`src/hdl/ial_pkg.sv`:
```
// Shared types and constants for the indexed array list.
// No dependencies; imported by every module of the block.
package ial_pkg;

    // Fixed field widths of the request and result items
    localparam int KIND_W  = 3;
    localparam int POS_W   = 11;
    localparam int DATA_W  = 32;
    localparam int COUNT_W = 11;

    // Request kinds
    typedef enum logic [KIND_W-1:0] {
        KIND_APPEND = 3'd0,
        KIND_INSERT = 3'd1,
        KIND_REMOVE = 3'd2,
        KIND_READ   = 3'd3,
        KIND_WRITE  = 3'd4,
        KIND_CLEAR  = 3'd5
    } t_kind;

    // Result status codes
    typedef enum logic [1:0] {
        ST_OK        = 2'd0,
        ST_BAD_INDEX = 2'd1,
        ST_FULL      = 2'd2
    } t_status;

    // Controller states
    typedef enum logic [2:0] {
        S_IDLE,
        S_SHIFT,
        S_FIX,
        S_RESP
    } t_state;

    // One finished result from the controller
    typedef struct packed {
        logic signed [DATA_W-1:0] read_value;
        t_status                  status;
        logic [COUNT_W-1:0]       count;
    } t_result;

endpackage

```
`src/hdl/ial_ctrl.sv`:
```
// Request sequencer: decodes kinds, checks positions, runs the shift loops
// through the entry store and holds the length. Depends on ial_pkg.
module ial_ctrl
    import ial_pkg::*;
#(
    parameter int CAPACITY = 1024,
    localparam int AW = $clog2(CAPACITY)
) (
    input  logic                     i_clk,
    input  logic                     i_rst_n,
    input  logic                     i_in_valid,
    output logic                     o_in_ready,
    input  logic [KIND_W-1:0]        i_kind,
    input  logic [POS_W-1:0]         i_position,
    input  logic signed [DATA_W-1:0] i_item_value,
    output logic                     o_res_valid,
    input  logic                     i_res_ready,
    output t_result                  o_res,
    output logic                     o_mem_we,
    output logic [AW-1:0]            o_mem_waddr,
    output logic [DATA_W-1:0]        o_mem_wdata,
    output logic                     o_mem_re,
    output logic [AW-1:0]            o_mem_raddr,
    input  logic [DATA_W-1:0]        i_mem_rdata
);

    localparam logic [COUNT_W-1:0] CAP_C = COUNT_W'(CAPACITY);

    t_state             r_state, n_state;
    t_kind              r_kind, n_kind;
    t_status            r_status, n_status;
    logic               r_dir_up, n_dir_up;
    logic [AW-1:0]      r_pos, n_pos;
    logic [DATA_W-1:0]  r_val, n_val;
    logic [AW-1:0]      r_rd_addr, n_rd_addr;
    logic [AW-1:0]      r_wr_addr, n_wr_addr;
    logic [COUNT_W-1:0] r_left, n_left;
    logic [COUNT_W-1:0] r_count, n_count;

    t_kind              w_kind;
    logic               w_accept;
    logic               w_full;
    logic               w_pos_ok;
    logic               w_pos_ok_ins;
    logic [COUNT_W-1:0] w_count_m1;
    logic [COUNT_W-1:0] w_ins_moves;
    logic [COUNT_W-1:0] w_rem_moves;
    logic [COUNT_W-1:0] w_pos_p1;

    // Request decode and range checks
    assign w_kind       = t_kind'(i_kind);
    assign w_accept     = i_in_valid && (r_state == S_IDLE);
    assign w_full       = (r_count >= CAP_C);
    assign w_pos_ok     = (i_position < r_count);
    assign w_pos_ok_ins = (i_position <= r_count);
    assign w_count_m1   = r_count - COUNT_W'(1);
    assign w_ins_moves  = r_count - i_position;
    assign w_rem_moves  = w_count_m1 - i_position;
    assign w_pos_p1     = i_position + COUNT_W'(1);

    // Next state
    always_comb begin
        n_state = r_state;
        unique case (r_state)
            S_IDLE: begin
                if (i_in_valid) begin
                    n_state = S_RESP;
                    case (w_kind)
                        KIND_INSERT: begin
                            if (w_pos_ok_ins && !w_full && (w_ins_moves != '0)) begin
                                n_state = S_SHIFT;
                            end
                        end
                        KIND_REMOVE: begin
                            if (w_pos_ok && (w_rem_moves != '0)) begin
                                n_state = S_SHIFT;
                            end
                        end
                        default: ;
                    endcase
                end
            end
            S_SHIFT: begin
                if (r_left == COUNT_W'(1)) begin
                    n_state = r_dir_up ? S_RESP : S_FIX;
                end
            end
            S_FIX:  n_state = S_RESP;
            S_RESP: begin
                if (i_res_ready) begin
                    n_state = S_IDLE;
                end
            end
            default: n_state = S_IDLE;
        endcase
    end

    // Datapath and store access
    always_comb begin
        n_kind      = r_kind;
        n_status    = r_status;
        n_dir_up    = r_dir_up;
        n_pos       = r_pos;
        n_val       = r_val;
        n_rd_addr   = r_rd_addr;
        n_wr_addr   = r_wr_addr;
        n_left      = r_left;
        n_count     = r_count;
        o_mem_we    = 1'b0;
        o_mem_waddr = r_wr_addr;
        o_mem_wdata = i_mem_rdata;
        o_mem_re    = 1'b0;
        o_mem_raddr = r_rd_addr;
        unique case (r_state)
            S_IDLE: begin
                if (w_accept) begin
                    n_kind   = w_kind;
                    n_status = ST_OK;
                    n_val    = i_item_value;
                    n_pos    = i_position[AW-1:0];
                    case (w_kind)
                        KIND_APPEND: begin
                            if (w_full) begin
                                n_status = ST_FULL;
                            end else begin
                                o_mem_we    = 1'b1;
                                o_mem_waddr = r_count[AW-1:0];
                                o_mem_wdata = i_item_value;
                                n_count     = r_count + COUNT_W'(1);
                            end
                        end
                        KIND_INSERT: begin
                            if (!w_pos_ok_ins) begin
                                n_status = ST_BAD_INDEX;
                            end else if (w_full) begin
                                n_status = ST_FULL;
                            end else begin
                                n_count = r_count + COUNT_W'(1);
                                if (w_ins_moves == '0) begin
                                    // insert at the tail: no entries to move
                                    o_mem_we    = 1'b1;
                                    o_mem_waddr = i_position[AW-1:0];
                                    o_mem_wdata = i_item_value;
                                end else begin
                                    // move entries up, starting from the last one
                                    o_mem_re    = 1'b1;
                                    o_mem_raddr = w_count_m1[AW-1:0];
                                    n_rd_addr   = w_count_m1[AW-1:0];
                                    n_wr_addr   = r_count[AW-1:0];
                                    n_left      = w_ins_moves;
                                    n_dir_up    = 1'b0;
                                end
                            end
                        end
                        KIND_REMOVE: begin
                            if (!w_pos_ok) begin
                                n_status = ST_BAD_INDEX;
                            end else begin
                                n_count = w_count_m1;
                                if (w_rem_moves != '0) begin
                                    // move entries down, starting above the hole
                                    o_mem_re    = 1'b1;
                                    o_mem_raddr = w_pos_p1[AW-1:0];
                                    n_rd_addr   = w_pos_p1[AW-1:0];
                                    n_wr_addr   = i_position[AW-1:0];
                                    n_left      = w_rem_moves;
                                    n_dir_up    = 1'b1;
                                end
                            end
                        end
                        KIND_READ: begin
                            if (!w_pos_ok) begin
                                n_status = ST_BAD_INDEX;
                            end else begin
                                o_mem_re    = 1'b1;
                                o_mem_raddr = i_position[AW-1:0];
                            end
                        end
                        KIND_WRITE: begin
                            if (!w_pos_ok) begin
                                n_status = ST_BAD_INDEX;
                            end else begin
                                o_mem_we    = 1'b1;
                                o_mem_waddr = i_position[AW-1:0];
                                o_mem_wdata = i_item_value;
                            end
                        end
                        KIND_CLEAR: n_count = '0;
                        default: ;
                    endcase
                end
            end
            S_SHIFT: begin
                // write the entry read last cycle, fetch the next one
                o_mem_we    = 1'b1;
                o_mem_waddr = r_wr_addr;
                o_mem_wdata = i_mem_rdata;
                n_wr_addr   = r_dir_up ? (r_wr_addr + AW'(1)) : (r_wr_addr - AW'(1));
                n_left      = r_left - COUNT_W'(1);
                if (r_left != COUNT_W'(1)) begin
                    o_mem_re    = 1'b1;
                    o_mem_raddr = r_dir_up ? (r_rd_addr + AW'(1)) : (r_rd_addr - AW'(1));
                    n_rd_addr   = o_mem_raddr;
                end
            end
            S_FIX: begin
                // drop the new value into the opened slot
                o_mem_we    = 1'b1;
                o_mem_waddr = r_pos;
                o_mem_wdata = r_val;
            end
            S_RESP: ;
            default: ;
        endcase
    end

    // Registers
    always_ff @(posedge i_clk) begin
        if (!i_rst_n) begin
            r_state <= S_IDLE;
            r_count <= '0;
        end else begin
            r_state <= n_state;
            r_count <= n_count;
        end
    end

    always_ff @(posedge i_clk) begin
        r_kind    <= n_kind;
        r_status  <= n_status;
        r_dir_up  <= n_dir_up;
        r_pos     <= n_pos;
        r_val     <= n_val;
        r_rd_addr <= n_rd_addr;
        r_wr_addr <= n_wr_addr;
        r_left    <= n_left;
    end

    // Handshake and result
    assign o_in_ready       = (r_state == S_IDLE);
    assign o_res_valid      = (r_state == S_RESP);
    assign o_res.read_value = ((r_kind == KIND_READ) && (r_status == ST_OK))
                              ? $signed(i_mem_rdata) : '0;
    assign o_res.status     = r_status;
    assign o_res.count      = r_count;

`ifndef SYNTHESIS
    a_shift_left: assert property (@(posedge i_clk) disable iff (!i_rst_n)
        (r_state == S_SHIFT) |-> (r_left != '0))
        else $error("shift loop running with no moves left");
    a_no_overlap: assert property (@(posedge i_clk) disable iff (!i_rst_n)
        (o_mem_we && o_mem_re) |-> (o_mem_waddr != o_mem_raddr))
        else $error("read and write hit the same entry in one cycle");
    a_ins_fix: assert property (@(posedge i_clk) disable iff (!i_rst_n)
        (r_state == S_SHIFT && r_left == COUNT_W'(1) && !r_dir_up) |=> (r_state == S_FIX))
        else $error("insert shift did not end with the slot write");
    a_count_cap: assert property (@(posedge i_clk) disable iff (!i_rst_n)
        (r_state != S_IDLE) |-> (r_count <= CAP_C))
        else $error("length beyond capacity");
`endif

endmodule

```
`config.mk`:
```
export PLATFORM = sky130hd
export DESIGN_NAME = ial_ctrl
export DESIGN_NICKNAME = d
export VERILOG_FILES = /design/src/hdl/ial_pkg.sv /design/src/hdl/ial_ctrl.sv
export SDC_FILE = /design/constraint.sdc
export NUM_CORES = 1
export LEC_CHECK = 0
export BUFFER_PORTS_ARGS = -buffer_cell sky130_fd_sc_hd__clkbuf_2
export CORE_UTILIZATION = 40
export CTS_CLUSTER_DIAMETER = 50
export DETAILED_ROUTE_END_ITERATION = 16
export GPL_ROUTABILITY_DRIVEN = 0
export SLEW_MARGIN = 30
export SYNTH_ARGS = -nofsm -noshare
export SYNTH_HDL_FRONTEND = slang
export SYNTH_SLANG_ARGS = --single-unit
```
`constraint.sdc`:
```
create_clock -name i_clk -period 10.4 [get_ports i_clk]
set_clock_uncertainty 0.05 [all_clocks]
set_input_delay 1.04 -clock i_clk [delete_from_list [all_inputs] [get_ports i_clk]]
set_output_delay 1.04 -clock i_clk [all_outputs]
set_load 0.02 [all_outputs]
```
==> out/qor.txt, run 1 <==
Final setup TNS: 0 ps
Residual DRC count: 0
Fin. Hold Viols: 0
PortBufs: 182
Post-synth top area share: 26.5%
#FFs+latches synth: 92
Count leader, synth: nand2_1
YS warnings: 0
Layout area overhead: 15.5%
Area leader, netlist: edfxtp_1
Clock root cell: clkbuf_16
Critical Path Start: r_count[1]$_SDFFE_PN0P_
Net Count, Synth: 1207
Top FF cell, synth: edfxtp_1
Core Region: 21900 µm²
Arr. time, crit path: 5260 ps
Synth cell types: 85
R2r setup slk: 5570 ps
Slew @ Worst Pin: 932 ps
Largest net degree at the start of global routing: 57
Leak Pwr: 0.00435 µW
Cell area after synthesis: 8970 µm²
Startpoint types: register
Headroom to the max-slew limit: 37.9%
Unrepaired setup endpoints after global routing: false
Post-route ant nets: 0
RR Endpoint: r_rd_addr[0]$_DFFE_PP_
Sequential-to-total area share from yosys stat: 29.4%
WL final: 30800 µm
Slew Limit Fails: 0
Drt via density: 6.08
Initial Utilization: 41.0%
# IOs: 183
Top cells by area, synth: edfxtp_1 (26%), ha_1 (6.6%), nand2_1 (4.7%), xnor2_1 (3.6%), nor2_1 (3.5%)
Final setup fails: 0
Min-delay worst type: register to register
Share of layout cells above drive strength 1: 20.3%
Iter 0 DRT Violations: 861
Synth top cells by count: nand2_1 (113), nor2_1 (83), edfxtp_1 (79)
Post_cts resized: 0
Clk_lat worst skew: 360 ps
EDFF count, synth: 79
GR Overflow Total: 0
Synthesized instance count: 1074
Post-Syn Area per Cell: 8.35 µm²
Max clock buf depth: 2
N_diodes: 0
Fin nets: 1342
Clock Sinks: 92
# hold bufs at CTS: 0
CP required: 9310 ps
Worst reg-to-reg path cell count: 14
Drt wl/cell: 20.6 µm
CTS buffer count: 9
# rows: 54
Crit path max fanout: 15
Highest ir drop seen on vdd: 0.000101 V
# Post-CTS Setup Buffers: 0
Type of the worst setup path: register to output port
Critical Path Sink Type: output port
Max-cap violations: 0
P per Cell Area: 225 nW/µm²
GRT Resource Usage Total: 26.3%
Die area: 23000 µm²
Asr flop ratio synth: 0%
Antenna violations before repair: 0
R2R Path Start: r_count[1]$_SDFFE_PN0P_
CTS clock-pin slew for the worst setup and hold paths: 80 ps
Core Util, Final: 47.3%
Final worst path period share: 61.0%
Chip width: 152 µm
DR vias: 9087
First-pass GRT wire length: 46100 µm
Outcome: completed
TritonCTS clock tree: built
Maximum clock rate: 158 MHz
Length of the first detailed-routing pass in iterations: 6
Crit path time final: 6350 ps
Hpwl dp: 23000 µm
Die height: 152 µm
Setup crit end: o_mem_raddr[1]
Number of global-route vias before repair: 8138
# H-tree levels: 3
-- sequential cells by signal (all words and copies together) (netlist names) --
| name | flops |
|---|---|
| r_val | 32 |
| r_state | 2 |
| r_count | 11 |
| r_left | 11 |
| r_pos | 10 |
| r_status | 2 |
| r_kind | 3 |
| r_rd_addr | 10 |
| r_dir_up | 1 |
| r_wr_addr | 10 |
-- final cells by class --
type | instances | area [µm²]
Timing Repair Buffer | 195 | 1010
Tap cell | 280 | 350
Multi-Input combinational cell | 875 | 5920
Sequential cell | 92 | 2630
Inverter | 36 | 138
Clock buffer | 9 | 225
Fill cell | 2199 | 11500
Clock inverter | 7 | 91.3
-- worst min-delay path by stage --
stage,startpoint,end,slack [ps],cells past startpoint
floorplan,r_state[0]$_SDFFE_PN0P_,r_state[0]$_SDFFE_PN0P_,490,2
global placement,r_state[0]$_SDFFE_PN0P_,r_state[0]$_SDFFE_PN0P_,530,2
detailed placement,r_state[0]$_SDFFE_PN0P_,r_state[0]$_SDFFE_PN0P_,570,2
CTS,r_state[0]$_SDFFE_PN0P_,r_state[0]$_SDFFE_PN0P_,580,2
global route,r_state[0]$_SDFFE_PN0P_,r_state[0]$_SDFFE_PN0P_,610,2
finish,r_state[0]$_SDFFE_PN0P_,r_state[0]$_SDFFE_PN0P_,570,2
-- where the power goes --
group	switching [µW]	leakage, µW	internal, µW
sequential	64.1	0.000845	519
combinational	891	0.00336	489
clock	174	0.000152	193
total	1130	0.00435	1200
-- routing by layer --
layer  track usage [%]  share of wire, %  up-vias  wire, µm
met5                 0                 0        -         0
met4              6.93               2.2        0       686
met3              4.01               8.4       48      2580
met2              43.8                47      444     14400
met1              35.3                43     4321     13100
li1                  -                 -     4274         -
-- metrics by stage --
stage,cells,area (µm²),hold WS [ps],worst slack (ps),power (µW)
2_1_floorplan,1074,8970,494,5160,1550
3_3_place_gp,1478,10000,526,4340,1950
3_5_place_dp,1478,10000,572,4320,1960
4_1_cts,1494,10400,583,4120,2330
5_1_grt,1494,10400,607,3810,2490
6_report,1494,10400,574,4050,2330
-- cell families after synthesis --
group	count (synthesis)	synth area share [%]
compound gates	358	28.0
xor+xnor	56	5.47
fa+ha+maj	51	7.45
buf+inv	107	5.09
flops	92	29.4
mux	30	3.46
simple gates	380	21.1
-- layout by cell type (no fill, tap or decap), types with 15 or more instances in the layout --
cell      instances
edfxtp_1         79
clkbuf_2        182
nand2b_1         19
nor2_1           83
a221oi_1         19
a21oi_1          55
nand2_1         113
a31oi_1          17
nand3_1          34
ha_1             45
and2_1           37
o211ai_1         15
o21ai_0          61
a21o_1           40
a211oi_1         18
xor2_1           19
inv_1            33
xnor2_1          37
mux2i_1          22
nor3_1           26
a22o_1           32
-- critical path, cell delays in order, from the launching register on --
cell and delay [ps]:
dfxtp_1 420, inv_1 210, ha_1 260, nand2_1 80, xnor2_1 520, ha_1 450
and2_1 240, a221oi_1 420, nand4b_1 150, o211ai_1 170, nand4bb_1 210, o31ai_4 690
mux2i_1 260, nor3_1 70, or4_1 560, clkbuf_2 180
Note: power is estimated with default switching activity, not from simulation.
==> inputs of run 2 (changes only) <==
==> constraint.sdc (replaced) <==
create_clock -name i_clk -period 6.5 [get_ports i_clk]
set_clock_uncertainty 0.05 [all_clocks]
set_input_delay 0.65 -clock i_clk [delete_from_list [all_inputs] [get_ports i_clk]]
set_output_delay 0.65 -clock i_clk [all_outputs]
set_load 0.02 [all_outputs]
==> run 2 against run 1 <==
Count of clock-buffer cells in the layout stayed put; combinational power up 60%; cell count up 0.40%; critical endpoint unchanged; largest cell class unchanged; highest routed layer unchanged.
==> out/qor.txt, run 2 (synthesis results as in run 1) <==
Final worst path period share: 96.8%
Hold slack final: 424 ps (-150 ps)
Outcome: completed
Maximum clock rate: 159 MHz
Unrepaired setup endpoints after global routing: false
Critical Path Sink Type: output port
Share of layout cells above drive strength 1: 20.6% (+0.23 points)
# hold bufs at CTS: 0 (unchanged)
Clock root cell: clkbuf_16
CP required: 5800 ps (-3510 ps)
Most common cell on crit path: ha_1
Hold path depth: 1 (-1)
Die area: 23000 µm² (unchanged)
Number of global-route vias before repair: 8145 (+0.086%)
First-pass GRT wire length: 45700 µm (-0.91%)
DR vias: 9069 (-0.20%)
Highest ir drop seen on vdd: 0.000195 V (+94%)
Antenna violations before repair: 0 (unchanged)
Type of the worst setup path: register to output port
Largest net degree at the start of global routing: 57 (unchanged)
Most frequent cells in the layout: clkbuf_2 (182), nand2_1 (113), nor2_1 (83), edfxtp_1 (79), o21ai_0 (61)
Largest registers: r_val x32, r_count x11, r_left x11
# H-tree levels: 3 (unchanged)
Length of the first detailed-routing pass in iterations: 5 (-1)
Fin. Hold Viols: 0 (unchanged)
Max clock buf depth: 2 (unchanged)
Leak Pwr: 0.00437 µW (+0.35%)
Arr. time, crit path: 5590 ps (+330 ps)
Crit-path max cell delay: 790 ps (+100 ps)
Hpwl dp: 23000 µm (+0.14%)
CTS buffer count: 9 (unchanged)
Crit-path cells: inv_1 > ha_1 > nand2_1 > xnor2_1 > ha_1 > and2_1 > a221oi_1 > nand4b_1 > o211ai_1 > nand4bb_1 > o31ai_4 > mux2i_1 > nor3_1 > or4_1 > clkbuf_2
Crit path max fanout: 15 (unchanged)
Post-route ant nets: 0 (unchanged)
Most common cell after layout, fill and taps aside: clkbuf_2
Drt wl/cell: 20.5 µm (-0.48%)
Headroom to the max-slew limit: 38.1% (+0.19 points)
Min-delay worst type: input port to register
Chip width: 152 µm (unchanged)
Core Region: 21900 µm² (unchanged)
CTS clock-pin slew for the worst setup and hold paths: 80 ps (about the same)
Layout area overhead: 15.7% (about the same)
Placed inst area: 10100 µm² (+0.35%)
Max-cap violations: 0 (unchanged)
Iter 0 DRT Violations: 789 (-8.4%)
WL final: 30700 µm (about the same)
TritonCTS clock tree: built
Final setup fails: 0 (unchanged)
Design area: 10400 µm² (about the same)
Worst reg-to-reg path cell count: 14 (unchanged)
Slew @ Worst Pin: 929 ps (-2.89 ps)
Biggest register: r_val
GRT Resource Usage Total: 26.4% (+0.070 points)
Slew Limit Fails: 0 (unchanged)
GR Overflow Total: 0 (unchanged)
P per Cell Area: 356 nW/µm² (+58%)
# IOs: 183 (unchanged)
Number of flip-flops under the largest register name: 32 (unchanged)
Fill count: 2219 (+0.91%)
Residual DRC count: 0 (unchanged)
PortBufs: 182 (unchanged)
Initial Utilization: 41.0% (unchanged)
Final setup TNS: 0 ps (unchanged)
Crit path time final: 6290 ps
Post_cts resized: 0 (unchanged)
Fin nets: 1348 (+0.45%)
Startpoint types: register
Die height: 152 µm (unchanged)
# rows: 54 (unchanged)
N_diodes: 0 (unchanged)
Drt via density: 6.05 (-0.60%)
Clock Sinks: 92 (unchanged)
# Post-CTS Setup Buffers: 0 (unchanged)
Clk_lat worst skew: 370 ps (about the same)
CP max-delay cell: o31ai_4
-- run 2: worst max-delay path: cells and delay by family, from the launching register on --
kind / cells / cell delay [ps]
DFF: 1 / 460
adders and majority gates: 2 / 720
buffers and inverters: 2 / 470
xor gates and xnor gates: 1 / 540
and+or+nand+nor: 6 / 1350
AOI/OAI and AO/OA: 3 / 1410
muxes: 1 / 290
-- run 2: power breakdown --
part | leakage, µW | internal [µW] | switching, µW
clock network | 0.000141 | 270 | 273
logic | 0.00338 | 792 | 1420
registers | 0.000845 | 829 | 109
total | 0.00437 | 1890 | 1800
-- run 2: area by class of cell --
class                      instances  area, µm²  share of cell area (%)
multi-input combinational        875       5900                    56.9
clock buffer                       9        225                    2.17
tap                              280        350                    3.38
sequential                        92       2630                    25.4
timing repair buffer             201       1050                    10.2
inverter                          36        135                    1.30
clock inverter                     7       70.1                   0.676
-- run 2: final timing paths --
path | start | endpoint | slack [ps]
worst min register to register | r_state[0]$_SDFFE_PN0P_ | r_state[0]$_SDFFE_PN0P_ | 550
worst max-delay path | r_count[0]$_SDFFE_PN0P_ | o_mem_raddr[1] | 210
worst min-delay path | i_item_value[25] | r_val[25]$_DFFE_PP_ | 420
worst max register to register | r_count[0]$_SDFFE_PN0P_ | r_rd_addr[0]$_DFFE_PP_ | 1330
-- run 2: stage by stage --
step | cells | setup WS [ps] | util [%] | power [µW]
after floorplan | 1074 | 1650 | - | 2480
after global placement | 1484 | 743 | 46.0 | 3130
after detailed placement | 1484 | 755 | 46.0 | 3150
after CTS | 1500 | 362 | 47.4 | 3700
after global routing | 1500 | 28.9 | 47.4 | 3950
final | 1500 | 206 | 47.4 | 3690
-- run 2: routing by layer --
| layer | track usage [%] | part of all wire [%] |
|---|---|---|
| met3 | 4.64 | 7.9 |
| met1 | 34.4 | 42 |
| met2 | 43.3 | 47 |
| met5 | 0 | 0 |
| met4 | 9.80 | 3.0 |
==> inputs of run 3 (changes only) <==
==> constraint.sdc (replaced) <==
create_clock -name i_clk -period 6.09 [get_ports i_clk]
set_clock_uncertainty 0.05 [all_clocks]
set_input_delay 0.609 -clock i_clk [delete_from_list [all_inputs] [get_ports i_clk]]
set_output_delay 0.609 -clock i_clk [all_outputs]
set_load 0.02 [all_outputs]
==> run 3 against run 2 <==
Sequential share of layout area about the same; count of clock-buffer cells in the layout unchanged; register-to-register slack lost 310 ps; via count is 0.23% higher; sequential power rose by 7%; highest routed layer unchanged.
==> out/qor.txt, run 3 (synthesis results as in run 1) <==
WL final: 31300 µm (+1.8%)
R2r setup slk: 1020 ps (-310 ps)
Post-route ant nets: 0 (unchanged)
CTS clock-pin slew for the worst setup and hold paths: 90 ps (about the same)
Leak Pwr: 0.00437 µW (+0.12%)
Power share of the combinational group: 59.5% (-0.4 points)
Worst path depth: 16 (+1)
Number of global-route vias before repair: 8313 (+2.1%)
Biggest register: r_val
DP Worst Slack: 459 ps (-297 ps)
Unrepaired setup endpoints after global routing: false
Core Region: 21900 µm² (unchanged)
# IOs: 183 (unchanged)
Clock root cell: clkbuf_16
CP max-delay cell: xnor2_1
First-pass GRT wire length: 46400 µm (+1.5%)
Length of the first detailed-routing pass in iterations: 5 (unchanged)
Crit path time final: 5930 ps
Crit-path max cell delay: 550 ps (-240 ps)
Int Pwr: 2050 µW (+8.5%)
Die height: 152 µm (unchanged)
Largest registers: r_val x32, r_count x11, r_left x11
Worst reg-to-reg path cell count: 15 (+1)
Flop pwr share: 25.1% (-0.3 points)
Critical Path Sink Type: output port
Crit-path cells: inv_1 > ha_1 > nand3b_1 > xnor2_1 > ha_1 > a211oi_1 > o21ai_0 > nor3_1 > a311oi_1 > xnor2_1 > o31ai_4 > buf_4 > nor2_1 > nor3_1 > o21ai_0 > clkbuf_2
GR Overflow Total: 0 (unchanged)
Slew @ Worst Pin: 925 ps (-3.51 ps)
Core Util, Final: 47.5% (+0.12 points)
Fill count: 2150 (-3.1%)
# rows: 54 (unchanged)
Final worst setup slack: 160 ps (-46.0 ps)
Placed inst area: 10100 µm² (+0.12%)
Final worst path period share: 97.4%
Pwr Total: 4000 µW (+8.3%)
Startpoint types: register
Outcome: completed
Drt via density: 6.06 (+0.16%)
Final setup fails: 0 (unchanged)
Clock power frac: 15.5% (+0.8 points)
CTS buffer count: 9 (unchanged)
Largest net degree at the start of global routing: 57 (unchanged)
Fin nets: 1349 (+0.074%)
Design area: 10400 µm² (+0.25%)
Maximum clock rate: 169 MHz
GRT Resource Usage Total: 26.6% (+0.23 points)
Type of the worst setup path: register to output port
Share of layout cells above drive strength 1: 21.0% (+0.39 points)
CP required: 5430 ps (-370 ps)
Slew Limit Fails: 0 (unchanged)
Max clock buf depth: 2 (unchanged)
Clock Sinks: 92 (unchanged)
# Post-CTS Setup Buffers: 0 (unchanged)
Max-cap violations: 0 (unchanged)
Fin. Hold Viols: 0 (unchanged)
P per Cell Area: 385 nW/µm² (+8.0%)
Layout area overhead: 15.9%
# H-tree levels: 3 (unchanged)
R2R Path Start: r_count[0]$_SDFFE_PN0P_
TritonCTS clock tree: built
N_diodes: 0 (unchanged)
Cell family with most CP delay: compound AO/OA/AOI/OAI gates
Setup crit end: o_mem_re
Crit path max fanout: 12 (-3)
Most common cell after layout, fill and taps aside: clkbuf_2
Headroom to the max-slew limit: 38.3% (+0.23 points)
Arr. time, crit path: 5270 ps (-320 ps)
Post_cts resized: 0 (unchanged)
Drt wl/cell: 20.8 µm (+1.8%)
Antenna violations before repair: 0 (unchanged)
Number of flip-flops under the largest register name: 32 (unchanged)
Sw frac: 48.6% (-0.14 points)
NetSw: 1940 µW (+8.0%)
Final setup TNS: 0 ps (unchanged)
PortBufs: 182 (unchanged)
# hold bufs at CTS: 0 (unchanged)
DR vias: 9090 (+0.23%)
Buf+Inv Stages, Crit Path: 3 (+1)
Initial Utilization: 41.0% (unchanged)
Residual DRC count: 0 (unchanged)
Chip width: 152 µm (unchanged)
Die area: 23000 µm² (unchanged)
Highest ir drop seen on vdd: 0.000242 V (+24%)
RR Endpoint: r_rd_addr[1]$_DFFE_PP_
Most frequent cells in the layout: clkbuf_2 (182), nand2_1 (113), nor2_1 (83), edfxtp_1 (79), o21ai_0 (61)
Hpwl dp: 23500 µm (+1.9%)
Iter 0 DRT Violations: 863 (+9.4%)
Clk_lat worst skew: 370 ps (about the same)
Min-delay worst type: input port to register
Critical Path Start: r_count[0]$_SDFFE_PN0P_
-- run 3: routing by layer --
layer  wire [µm]  GRT usage [%]
met5           0              0
met4         973           9.95
met3        2800           4.67
met2       14400           44.1
met1       13100           34.4
-- run 3: worst min path at each step --
stage,slack [ps],depth (start not counted),end,startpoint
2_1_floorplan,490,2,r_state[0]$_SDFFE_PN0P_,r_state[0]$_SDFFE_PN0P_
3_3_place_gp,480,2,r_count[3]$_SDFFE_PN0P_,r_count[3]$_SDFFE_PN0P_
3_5_place_dp,470,2,r_count[3]$_SDFFE_PN0P_,r_count[3]$_SDFFE_PN0P_
4_1_cts,380,1,r_val[25]$_DFFE_PP_,i_item_value[25]
5_1_grt,390,1,r_val[25]$_DFFE_PP_,i_item_value[25]
6_report,390,1,r_val[11]$_DFFE_PP_,i_item_value[11]
-- run 3: final cells by class --
| class | instances | area [µm²] | share of cell area [%] |
|---|---|---|---|
| tap | 280 | 350 | 3.37 |
| clock buffer | 9 | 225 | 2.17 |
| sequential | 92 | 2640 | 25.3 |
| inverter | 36 | 135 | 1.30 |
| multi-input combinational | 875 | 5910 | 56.8 |
| timing repair buffer | 202 | 1060 | 10.2 |
| clock inverter | 7 | 81.3 | 0.782 |
-- run 3: power groups by stage --
stage	Combinational [µW]	Clock, µW	Sequential (µW)
6_report	2380	618	1000
5_1_grt	2590	644	1020
4_1_cts	2370	625	998
3_5_place_dp	2360	0	1010
3_3_place_gp	2350	0	1010
2_1_floorplan	1670	0	978
-- run 3: stage by stage --
step                      instances  hold slack, ps
final                          1501             388
after global routing           1501             388
after CTS                      1501             379
after detailed placement       1485             469
after global placement         1485             477
after floorplan                1074             494
